<file path="config.mk">
export PLATFORM = sky130hd
export DESIGN_NAME = sha1_message_digest
export DESIGN_NICKNAME = d
export VERILOG_FILES = /design/src/sv/sha1md_pkg.sv /design/src/sv/sha1md_front.sv /design/src/sv/sha1md_back.sv /design/src/sv/sha1_message_digest.sv
export VERILOG_INCLUDE_DIRS = /design/src /design/src/sv
export SDC_FILE = /design/constraint.sdc
export NUM_CORES = 2
export LEC_CHECK = 0
export ABC_AREA = 0
export BUFFER_PORTS_ARGS = -buffer_cell sky130_fd_sc_hd__buf_2
export CAP_MARGIN = 20
export CORE_MARGIN = 8
export CORE_UTILIZATION = 55
export DETAILED_ROUTE_END_ITERATION = 10
export HOLD_SLACK_MARGIN = 0.08
export MAX_ROUTING_LAYER = met4
export PLACE_DENSITY = 0.71
export SLEW_MARGIN = 10
export SYNTH_ARGS = -nofsm -noshare
export SYNTH_HDL_FRONTEND = slang
export SYNTH_HIERARCHICAL = 1
export SYNTH_SLANG_ARGS = --single-unit
</file>
<file path="constraint.sdc">
create_clock -name clk -period 35.9 [get_ports clk]
set_clock_uncertainty 0.05 [all_clocks]
set_input_delay 3.59 -clock clk [delete_from_list [all_inputs] [get_ports clk]]
set_output_delay 3.59 -clock clk [all_outputs]
set_load 0.03 [all_outputs]
</file>
<file path="src/sv/sha1_message_digest_assert.svh">
// Assertion macros for the SHA-1 message digest block.
// Used by the top level; expects clk and rst in scope at the point of use.
`ifndef SHA1_MESSAGE_DIGEST_ASSERT_SVH
`define SHA1_MESSAGE_DIGEST_ASSERT_SVH

// Same-cycle implication, off during reset.
`define SHA1MD_ASSERT_NOW(label, ante, cons) \
  label: assert property (@(posedge clk) disable iff (rst) (ante) |-> (cons)) \
    else $error("sha1md: check failed");

// Next-cycle implication, off during reset.
`define SHA1MD_ASSERT_NEXT(label, ante, cons) \
  label: assert property (@(posedge clk) disable iff (rst) (ante) |=> (cons)) \
    else $error("sha1md: check failed");

`endif

</file>
<file path="src/sv/sha1md_pkg.sv">
// Shared types and constants for the SHA-1 message digest block.
// No dependencies; imported by the front, the back and the top level.
`default_nettype none

package sha1md_pkg;

  typedef struct packed {
    logic [7:0] data_byte;
    logic       has_byte;
    logic       is_last;
  } sha1md_in_t;

  typedef struct packed {
    logic [7:0] digest_byte;
    logic       digest_last;
  } sha1md_out_t;

  // Command codes queued from front to back
  localparam logic [1:0] OP_BYTE     = 2'd0;
  localparam logic [1:0] OP_END      = 2'd1;
  localparam logic [1:0] OP_BYTE_END = 2'd2;

  typedef struct packed {
    logic [1:0] op;
    logic [7:0] data;
  } sha1md_cmd_t;

  localparam int QUEUE_DEPTH_DEF = 4;

  // Index 0 holds H0
  localparam logic [4:0][31:0] SHA1_IV = {
    32'hC3D2E1F0, 32'h10325476, 32'h98BADCFE, 32'hEFCDAB89, 32'h67452301
  };

  localparam logic [31:0] K_0_19  = 32'h5A827999;
  localparam logic [31:0] K_20_39 = 32'h6ED9EBA1;
  localparam logic [31:0] K_40_59 = 32'h8F1BBCDC;
  localparam logic [31:0] K_60_79 = 32'hCA62C1D6;

  localparam logic [7:0] PAD_BYTE     = 8'h80;
  localparam logic [5:0] LEN_POS      = 6'd56;
  localparam int         DIGEST_BYTES = 20;

endpackage

`default_nettype wire

</file>
<file path="src/sv/sha1md_front.sv">
// Input side of the SHA-1 block: accept, classify and queue transactions.
// Depends on sha1md_pkg for the payload and command types.
`default_nettype none

module sha1md_front #(
  parameter int QUEUE_DEPTH = sha1md_pkg::QUEUE_DEPTH_DEF
) (
  input  wire                      clk,
  input  wire                      rst,
  input  wire                      in_valid,
  output logic                     in_ready,
  input  wire sha1md_pkg::sha1md_in_t  in_data,
  output logic                     cmd_valid,
  input  wire                      cmd_ready,
  output sha1md_pkg::sha1md_cmd_t  cmd
);
  import sha1md_pkg::*;

  localparam int PTR_W = (QUEUE_DEPTH > 1) ? $clog2(QUEUE_DEPTH) : 1;
  localparam int CNT_W = $clog2(QUEUE_DEPTH + 1);

  sha1md_cmd_t        queue [QUEUE_DEPTH];
  logic [PTR_W-1:0]   wr_ptr;
  logic [PTR_W-1:0]   rd_ptr;
  logic [CNT_W-1:0]   count;
  sha1md_cmd_t        entry;
  logic               push;
  logic               pop;

  assign in_ready  = (count != CNT_W'(QUEUE_DEPTH));
  assign cmd_valid = (count != '0);
  assign cmd       = queue[rd_ptr];

  // Drop items that carry neither a byte nor an end mark
  assign push = in_valid && in_ready && (in_data.has_byte || in_data.is_last);
  assign pop  = cmd_valid && cmd_ready;

  always_comb begin
    entry.data = in_data.data_byte;
    if (in_data.has_byte && in_data.is_last) begin
      entry.op = OP_BYTE_END;
    end else if (in_data.has_byte) begin
      entry.op = OP_BYTE;
    end else begin
      entry.op = OP_END;
    end
  end

  always_ff @(posedge clk) begin
    if (push) begin
      queue[wr_ptr] <= entry;
    end
  end

  always_ff @(posedge clk) begin
    if (rst) begin
      wr_ptr <= '0;
      rd_ptr <= '0;
      count  <= '0;
    end else begin
      if (push) begin
        wr_ptr <= (wr_ptr == PTR_W'(QUEUE_DEPTH - 1)) ? '0 : wr_ptr + 1'b1;
      end
      if (pop) begin
        rd_ptr <= (rd_ptr == PTR_W'(QUEUE_DEPTH - 1)) ? '0 : rd_ptr + 1'b1;
      end
      if (push && !pop) begin
        count <= count + 1'b1;
      end else if (pop && !push) begin
        count <= count - 1'b1;
      end
    end
  end

endmodule

`default_nettype wire

</file>
<file path="src/sv/sha1md_back.sv">
// Engine side of the SHA-1 block: block buffer, padding, 80-round compression
// and digest output register. Depends on sha1md_pkg.
`default_nettype none

module sha1md_back (
  input  wire                      clk,
  input  wire                      rst,
  input  wire                      cmd_valid,
  output logic                     cmd_ready,
  input  wire sha1md_pkg::sha1md_cmd_t cmd,
  output logic                     out_valid,
  input  wire                      out_ready,
  output sha1md_pkg::sha1md_out_t  out_data
);
  import sha1md_pkg::*;

  localparam logic [2:0] S_IDLE  = 3'd0;
  localparam logic [2:0] S_ROUND = 3'd1;
  localparam logic [2:0] S_FINAL = 3'd2;
  localparam logic [2:0] S_PAD80 = 3'd3;
  localparam logic [2:0] S_PADZ  = 3'd4;
  localparam logic [2:0] S_LEN   = 3'd5;
  localparam logic [2:0] S_OUT   = 3'd6;

  localparam logic [1:0] RET_IDLE  = 2'd0;
  localparam logic [1:0] RET_PAD80 = 2'd1;
  localparam logic [1:0] RET_PADZ  = 2'd2;
  localparam logic [1:0] RET_OUT   = 2'd3;

  logic [2:0]        state;
  logic [1:0]        ret;
  logic [4:0][31:0]  chain;
  logic [63:0]       byte_count;
  logic [5:0]        pos;
  logic [6:0]        t;
  logic [4:0]        ocnt;
  // Block buffer and message schedule share one line; word 15 is the oldest
  logic [15:0][31:0] win;
  logic [31:0]       a, b, c, d, e;
  logic [63:0]       len_sr;
  logic [159:0]      dig;

  logic [31:0]       w_cur;
  logic [31:0]       f;
  logic [31:0]       k;
  logic [31:0]       tmp;
  logic [31:0]       sx;
  logic [4:0][31:0]  sum;
  logic              out_free;

  assign cmd_ready = (state == S_IDLE);
  assign out_free  = !out_valid || out_ready;

  always_comb begin
    sx    = win[2] ^ win[7] ^ win[13] ^ win[15];
    w_cur = (t < 7'd16) ? win[15] : {sx[30:0], sx[31]};
    if (t < 7'd20) begin
      f = (b & c) | (~b & d);
      k = K_0_19;
    end else if (t < 7'd40) begin
      f = b ^ c ^ d;
      k = K_20_39;
    end else if (t < 7'd60) begin
      f = (b & c) | (b & d) | (c & d);
      k = K_40_59;
    end else begin
      f = b ^ c ^ d;
      k = K_60_79;
    end
    tmp = {a[26:0], a[31:27]} + f + e + k + w_cur;
    sum[0] = chain[0] + a;
    sum[1] = chain[1] + b;
    sum[2] = chain[2] + c;
    sum[3] = chain[3] + d;
    sum[4] = chain[4] + e;
  end

  // Raise valid with each digest byte; drop it once the byte is taken
  always_ff @(posedge clk) begin
    if (rst) begin
      out_valid <= 1'b0;
    end else if (state == S_OUT && out_free) begin
      out_valid <= 1'b1;
    end else if (out_ready) begin
      out_valid <= 1'b0;
    end
  end

  always_ff @(posedge clk) begin
    if (rst) begin
      state      <= S_IDLE;
      ret        <= RET_IDLE;
      chain      <= SHA1_IV;
      byte_count <= '0;
      pos        <= '0;
      t          <= '0;
      ocnt       <= '0;
    end else begin
      case (state)
        S_IDLE: begin
          if (cmd_valid) begin
            case (cmd.op)
              OP_BYTE, OP_BYTE_END: begin
                win        <= {win[15][23:0], win[14:0], cmd.data};
                pos        <= pos + 1'b1;
                byte_count <= byte_count + 1'b1;
                if (pos == 6'd63) begin
                  // Block full: compress, then resume or pad
                  {a, b, c, d, e} <= {chain[0], chain[1], chain[2], chain[3], chain[4]};
                  t     <= '0;
                  ret   <= (cmd.op == OP_BYTE_END) ? RET_PAD80 : RET_IDLE;
                  state <= S_ROUND;
                end else if (cmd.op == OP_BYTE_END) begin
                  state <= S_PAD80;
                end
              end
              OP_END: begin
                state <= S_PAD80;
              end
              default: begin
                state <= S_IDLE;
              end
            endcase
          end
        end
        S_ROUND: begin
          e   <= d;
          d   <= c;
          c   <= {b[1:0], b[31:2]};
          b   <= a;
          a   <= tmp;
          win <= {win[14:0], w_cur};
          t   <= t + 1'b1;
          if (t == 7'd79) begin
            state <= S_FINAL;
          end
        end
        S_FINAL: begin
          case (ret)
            RET_IDLE: begin
              chain <= sum;
              state <= S_IDLE;
            end
            RET_PAD80: begin
              chain <= sum;
              state <= S_PAD80;
            end
            RET_PADZ: begin
              chain <= sum;
              state <= S_PADZ;
            end
            default: begin
              // Capture the digest and start a fresh message
              dig        <= {sum[0], sum[1], sum[2], sum[3], sum[4]};
              chain      <= SHA1_IV;
              byte_count <= '0;
              ocnt       <= '0;
              state      <= S_OUT;
            end
          endcase
        end
        S_PAD80: begin
          win <= {win[15][23:0], win[14:0], PAD_BYTE};
          pos <= pos + 1'b1;
          if (pos == 6'd63) begin
            {a, b, c, d, e} <= {chain[0], chain[1], chain[2], chain[3], chain[4]};
            t     <= '0;
            ret   <= RET_PADZ;
            state <= S_ROUND;
          end else begin
            state <= S_PADZ;
          end
        end
        S_PADZ: begin
          if (pos == LEN_POS) begin
            len_sr <= {byte_count[60:0], 3'b000};
            state  <= S_LEN;
          end else begin
            win <= {win[15][23:0], win[14:0], 8'h00};
            pos <= pos + 1'b1;
            if (pos == 6'd63) begin
              {a, b, c, d, e} <= {chain[0], chain[1], chain[2], chain[3], chain[4]};
              t     <= '0;
              ret   <= RET_PADZ;
              state <= S_ROUND;
            end
          end
        end
        S_LEN: begin
          win    <= {win[15][23:0], win[14:0], len_sr[63:56]};
          len_sr <= {len_sr[55:0], 8'h00};
          pos    <= pos + 1'b1;
          if (pos == 6'd63) begin
            {a, b, c, d, e} <= {chain[0], chain[1], chain[2], chain[3], chain[4]};
            t     <= '0;
            ret   <= RET_OUT;
            state <= S_ROUND;
          end
        end
        S_OUT: begin
          if (out_free) begin
            out_data.digest_byte <= dig[159:152];
            out_data.digest_last <= (ocnt == 5'(DIGEST_BYTES - 1));
            dig                  <= {dig[151:0], 8'h00};
            ocnt                 <= ocnt + 1'b1;
            if (ocnt == 5'(DIGEST_BYTES - 1)) begin
              state <= S_IDLE;
            end
          end
        end
        default: begin
          state <= S_IDLE;
        end
      endcase
    end
  end

endmodule

`default_nettype wire

</file>
<file path="src/sv/sha1_message_digest.sv">
// SHA-1 message digest, one message byte per transaction. A transaction
// carries data_byte, has_byte and is_last; one with is_last set ends the
// message (its byte, if any, is the final one) and the block answers with
// 20 digest transactions, most significant byte of H0 first, digest_last
// high on the twentieth. A transaction with neither a byte nor is_last is
// dropped. Messages of any length are taken; the bit length wraps modulo
// 2^64. Timing: the front accepts one transaction per cycle into a short
// queue (QUEUE_DEPTH entries) and stalls only when it is full. The back
// moves one byte per cycle into the block buffer while idle, and every full
// 64-byte block then passes through the single round unit (80 rounds and
// the chaining add) before the back takes more bytes. Ending a message
// runs the padding and length steps, one or two compressions, and the
// digest output, one byte per cycle while the consumer keeps out_ready
// high. There is no clearing pass after reset. Depends on sha1md_pkg,
// sha1md_front and sha1md_back.
`default_nettype none
`include "sha1_message_digest_assert.svh"

module sha1_message_digest #(
  parameter int QUEUE_DEPTH = sha1md_pkg::QUEUE_DEPTH_DEF
) (
  input  wire                      clk,
  input  wire                      rst,
  input  wire                      in_valid,
  output logic                     in_ready,
  input  wire sha1md_pkg::sha1md_in_t  in_data,
  output logic                     out_valid,
  input  wire                      out_ready,
  output sha1md_pkg::sha1md_out_t  out_data
);
  import sha1md_pkg::*;

  // Classified commands from the front queue to the engine
  logic        cmd_valid;
  logic        cmd_ready;
  sha1md_cmd_t cmd;

  // Accept and classify; hold up to QUEUE_DEPTH commands
  sha1md_front #(
    .QUEUE_DEPTH(QUEUE_DEPTH)
  ) u_front (
    .clk      (clk),
    .rst      (rst),
    .in_valid (in_valid),
    .in_ready (in_ready),
    .in_data  (in_data),
    .cmd_valid(cmd_valid),
    .cmd_ready(cmd_ready),
    .cmd      (cmd)
  );

  // Buffer, pad, compress and drive the digest out
  sha1md_back u_back (
    .clk      (clk),
    .rst      (rst),
    .cmd_valid(cmd_valid),
    .cmd_ready(cmd_ready),
    .cmd      (cmd),
    .out_valid(out_valid),
    .out_ready(out_ready),
    .out_data (out_data)
  );

  // Input stalls only when commands are waiting in a full queue
  `SHA1MD_ASSERT_NOW(a_stall_means_queued, !in_ready, cmd_valid)
  // An idle engine can only be holding the final digest byte
  `SHA1MD_ASSERT_NOW(a_idle_out_is_last, cmd_ready && out_valid, out_data.digest_last)
  // Hold a waiting digest byte, unchanged, until the consumer takes it
  `SHA1MD_ASSERT_NEXT(a_out_hold, out_valid && !out_ready, out_valid && $stable(out_data))

endmodule

`default_nettype wire

</file>
## Word-level counts from Yosys, hierarchy flattened

Memory sizes are Yosys's and may differ from the RTL's. A register that Yosys moved wholly into a read port is not among the register bits.
Index checks and enable logic that the tools add are counted.

| storage, ports and cells | value |
|---|---|
| register bits after elaboration | 1160 |
| RAM bits | 40 |
| input bits | 14 |
| output and inout bits | 11 |
| word-level logic and storage cells | 233 |
| memories kept | 1 |

Memory list:

| name | depth | width | rd ports | clocked after memory_dff | wr ports | line | text |
|---|---|---|---|---|---|---|---|
| u_front.queue | 4 | 10 | 1 | 1 | 1 | sha1md_front.sv:22 | `sha1md_cmd_t queue [QUEUE_DEPTH];` |

| operators by class | value |
|---|---|
| $add $sub $neg | 17 |
| magnitude comparators | 4 |
| equality and inequality tests | 28 |
| mux-type cells | 90 |
| bitwise gates (word level) | 14 |
| reductions and logical operators | 39 |

Operator list:

| operator | number |
|---|---|
| $pmux W512 S5 | 1 |
| $mux W512 | 3 |
| $mux W32 | 26 |
| $pmux W32 S4 | 5 |
| $mux W160 | 3 |
| $pmux W160 S2 | 1 |
| $add A32 B32 Y32 | 9 |
| $mux W64 | 4 |
| $pmux W64 S2 | 2 |
| $xor A32 B32 Y32 | 5 |
| $and A32 B32 Y32 | 4 |
| $or A32 B32 Y32 | 3 |
| $add A64 B1 Y64 const B | 1 |
| $mux W3 | 11 |
| $not A32 Y32 | 1 |
| $mux W31 | 1 |
| $mux W7 | 4 |
| $pmux W7 S4 | 1 |
| $mux W2 | 11 |
| $pmux W3 S7 | 1 |
| $mux W6 | 3 |
| $pmux W6 S3 | 1 |
| $reduce_and A4 Y1 | 4 |
| $reduce_and A5 Y1 | 3 |
| 40 further kinds | 84 |

## Logic depth before layout (Yosys ltp)

| depth | value |
|---|---|
| depth in word-level cells | 11 |
| gate-level depth with buffers | 26 |
| mapped depth without buffers | 23 |

## By module

Netlist, hierarchy kept.

By module, submodules not included:

| module | times used | cells an instance | area an instance (um^2) | sequential area each (um^2) |
|---|---|---|---|---|
| sha1md_back | 1 | 6254 | 60585.6 | 31990.7 |
| sha1md_front | 1 | 104 | 1941.9 | 1381.3 |

## Worst setup path after synthesis

OpenSTA, ideal clock, no wires.

| timing | value |
|---|---|
| kind | input to register |
| start | input port rst |
| end | register u_back/win[0] in the netlist's numbering, enable pin |
| library setup time | 1.398 ns |
| arrival | 25.197 ns |
| path slack | 9.255 ns |
| stages on the path | 3 |
| buffers on the path | 2 |
| cells stage by stage | clkbuf_1 clkbuf_1 nor2_1 |

| between the ends | value |
|---|---|
| word-level cells in the longest chain between the ends | 2 |

RTL lines:

| what | line | text |
|---|---|---|
| start: declaration | sha1_message_digest.sv:23 | `input wire rst,` |
| $not A1 Y1 (no source line) | -- |  |
| $reduce_and A5 Y1 (no source line) | -- |  |
| end signal: assignment | sha1md_back.sv:104 | `win <= {win[15][23:0], win[14:0], cmd.data};` |
| end signal: assignment | sha1md_back.sv:132 | `win <= {win[14:0], w_cur};` |
| end signal: assignment | sha1md_back.sv:163 | `win <= {win[15][23:0], win[14:0], PAD_BYTE};` |
| end: declaration | sha1md_back.sv:38 | `logic [15:0][31:0] win;` |

Every way passes these cells.
A chain may end at the register's enable or synchronous reset.

## Worst setup path in the final report

| timing | value |
|---|---|
| start | register u_back.t[4] |
| end | register u_back.a[31] (data pin) |

| between the ends | value |
|---|---|
| word-level cells in the longest chain between the ends | 9 |
| elaborated cells between the ends (all ways) | 16 |
| those cells by class | add/sub: 4; order compare: 4; mux: 8 |

RTL lines:

| what | line | text |
|---|---|---|
| start: declaration | sha1md_back.sv:35 | `logic [6:0] t;` |
| start signal: assignment | sha1md_back.sv:133 | `t <= t + 1'b1;` |
| $lt A7 B6 Y1 | sha1md_back.sv:63 | `end else if (t < 7'd60) begin` |
| $mux W32 | sha1md_back.sv:63 |  |
| $mux W32 | sha1md_back.sv:60 | `end else if (t < 7'd40) begin` |
| $mux W32 | sha1md_back.sv:57 | `if (t < 7'd20) begin` |
| $add A32 B32 Y32 (3 in a row) | sha1md_back.sv:70 | `tmp = {a[26:0], a[31:27]} + f + e + k + w_cur;` |
| $add A32 B32 Y32 (*) | sha1md_back.sv:70 |  |
| $pmux W32 S4 (*) | sha1md_back.sv:99 | `case (state)` |
| end signal: assignment | sha1md_back.sv:109 | `{a, b, c, d, e} <= {chain[0], chain[1], chain[2], chain[3], chain[4]};` |
| end signal: assignment | sha1md_back.sv:131 | `a <= tmp;` |
| end signal: assignment | sha1md_back.sv:166 | `{a, b, c, d, e} <= {chain[0], chain[1], chain[2], chain[3], chain[4]};` |
| end: declaration | sha1md_back.sv:39 | `logic [31:0] a, b, c, d, e;` |

Every way passes the cells marked *; elsewhere a longest branch is shown, timed or not.

==> reports/qor.csv <==
metric,value,unit
pre-CTS WS,28.89,ns
max cap viols,0,
Worst-Skew Late Latency,0.76,ns
die area,124700,um^2
Inst Count DP,7637,
Synth Area per Inst,9.834,um^2
CTS tree,yes,
"Max FO, Critical Path",19,
CP required,36.32,ns
width of the die,353.2,um
CTS Sinks,1196,
"EDFF count, synth",942,
Synth Cell Area,62530,um^2
first-pass GRT wire length,259100,um
area of the multi-input gates,27470,um^2
fin util,0.6074,
setup TNS,0,ns
all-layer global routing usage,0.2717,
Hold Crit Class,register to register,
Fillers,9421,
"Largest stage delay, worst path",0.76,ns
Core Rows,123,
sequential share of the synthesized area,0.5337,
Non-Filler Instances,7884,
synth warn,6,
Pins Over Slew Limit,0,
Initial Utilization,0.5550,
WS Path Type,register to register,
crit share post-route,0.1969,
asr flop ratio synth,0,
worst-path cell chain,o21ai_0 > nor2b_1 > buf_4 > inv_1 > nand2_1 > clkinv_1 > a222oi_1 > fa_1 > fa_1 > inv_1 > ha_1 > inv_1 > fa_1 > nand2b_1 > a21oi_1 > o21bai_1 > a31o_2 > a2111o_1 > a31oi_1 > or4_1 > a31oi_1 > xnor2_1 > o21ai_0,
Synth-to-Final Area Change,9.439,%
# H-tree levels,4,
slowest library cell on the worst path,clkinv_1,
DP Area,63950,um^2
drc violations,0,
PnR worst setup slack,28.83,ns
final instance area,68430,um^2
Detailed Route WL,169400,um
root buffer cell,clkbuf_16,
# resized after CTS,0,
WP data arrival,7.49,ns
Pre-Repair DR Iteration Count,7,
Mapped Cells,6358,
CTS hold repair buffers,0,
DP HPWL,116700,um
grt total ovfl,0,
Routed Antenna Nets,0,
"FF+latch count, synth",1196,
Tmin final,7.069,ns
DRT iter0 DRCs,4993,
vias per std cell,5.828,
Placer Congestion,0.9836,
"CTS clk-pin slew, worst paths",0.06,ns
layout cells sized above 1,0.06502,
Worst VDD drop,64.58,uV
Top delay family on crit path,compound AO/OA/AOI/OAI gates,
routed wire length per instance,21.48,um
WHS,0.3724,ns
number of global-route vias before repair,43842,
Worst Tran Pin Value,1.128,ns
core area,112700,um^2
Port-buffer cells,24,
Post-synth top flop,edfxtp_1,
Num CTS Buffers,132,
Die H,353.2,um
Leak,27.88,nW
CP bufs+invs,5,
Worst setup SP type,register,
final setup violation count,0,
layout net count,6618,
clock tree buffer depth,3,
Fin. Hold Viols,0,
initial antenna violation count,1,
Pwr Density,94.88,nW/um^2
status,finished clean,
endpoint class of the critical path,register,
total power,6.493,mW
RSZ-0062 raised after global routing,false,
Rel. slew slack,0.2461,
postcts setup bufs,0,
syn nets,6702,
pin count of the biggest net entering global routing,215,
number of I/O pins,25,
register area,33370,um^2
detailed-route via count,45951,
Fmax,141.5,MHz
"commonest non-fill, non-tap cell in the layout",nand2_1,
"commonest non-fill, non-tap cells in the layout","nand2_1, edfxtp_1, o21ai_0",
"Distinct cells, synth",92,
synth_stat cells, drive strengths merged (84+ instances only):
cell type | n | area, um^2
o21ai | 305 | 1534
nand2 | 2325 | 8735
ha | 204 | 2552
edfxtp | 942 | 28290
xnor2 | 233 | 2041
mux2 | 84 | 945.9
clkbuf | 264 | 992.2
fa | 126 | 2522
nand3 | 89 | 455.4
inv | 186 | 698.2
nor2 | 286 | 1074
a21oi | 252 | 1269
dfxtp | 254 | 5085
xor2 | 101 | 884.6
worst paths after layout:
path | from | end | slack [ns] | cells after the start
worst min-delay path | u_back/dig[157] | u_back/out_data[6] | 0.37 | 0
worst max-delay path | u_back/t[4] | u_back/a[31] | 28.83 | 23
worst min register to register | u_back/dig[157] | u_back/out_data[6] | 0.37 | 0
worst max register to register | u_back/t[4] | u_back/a[31] | 28.83 | 23
power breakdown:
part           switching (mW)  leakage [nW]  internal (mW)  total [mW]
clock network           0.577          2.17          0.807        1.38
registers               0.254          10.7           2.04        2.30
logic                    1.79          15.0           1.02        2.81
flip-flops by register name, summed over array words and instances, names as in the netlist, 40 cells and up, named ones only:
register           flops
u_back/len_sr         61
u_back/win           512
u_back/dig           160
u_front/queue         40
u_back/byte_count     61
u_back/chain         160
worst register-to-register path: stages, from the launching register on:
cell	delay [ns]
dfxtp_1	0.40
o21ai_0	0.16
nor2b_1	0.15
buf_4	0.20
inv_1	0.11
nand2_1	0.61
clkinv_1	0.76
a222oi_1	0.66
fa_1	0.50
fa_1	0.46
inv_1	0.07
ha_1	0.15
inv_1	0.06
fa_1	0.44
nand2b_1	0.18
a21oi_1	0.22
o21bai_1	0.13
a31o_2	0.30
a2111o_1	0.43
a31oi_1	0.32
or4_1	0.16
a31oi_1	0.09
xnor2_1	0.13
o21ai_0	0.08
layer usage:
layer / GRT usage / up-vias / routed length [um]
met3: 0.04588 / 371 / 13460
met1: 0.3754 / 22213 / 73720
met5: - / - / 0
li1: - / 21622 / -
met4: 0.1141 / 0 / 7502
met2: 0.3981 / 1745 / 74690
cell type report:
| class | instances | area share |
|---|---|---|
| inverters | 187 | 0.01026 |
| diodes | 1 | 0.00003657 |
| clock buffers | 180 | 0.05372 |
| flip-flops and latches | 1196 | 0.4877 |
| clock inverters | 63 | 0.01115 |
| repair buffers | 71 | 0.008338 |
| multi-input cells | 4686 | 0.4014 |
| well taps | 1500 | 0.02743 |
cells by family (layout without fill, tap and decap cells):
logic type,after synthesis,after routing,synth area share
buf+inv,476,501,0.02879
compound gates,955,955,0.09599
simple gates,2931,2931,0.1881
xor+xnor,334,334,0.04678
fa+ha+maj,330,330,0.08116
other cells,0,1,0
flops,1196,1196,0.5337
mux,136,136,0.02545
No activity file was read; power rests on OpenSTA's default activity.
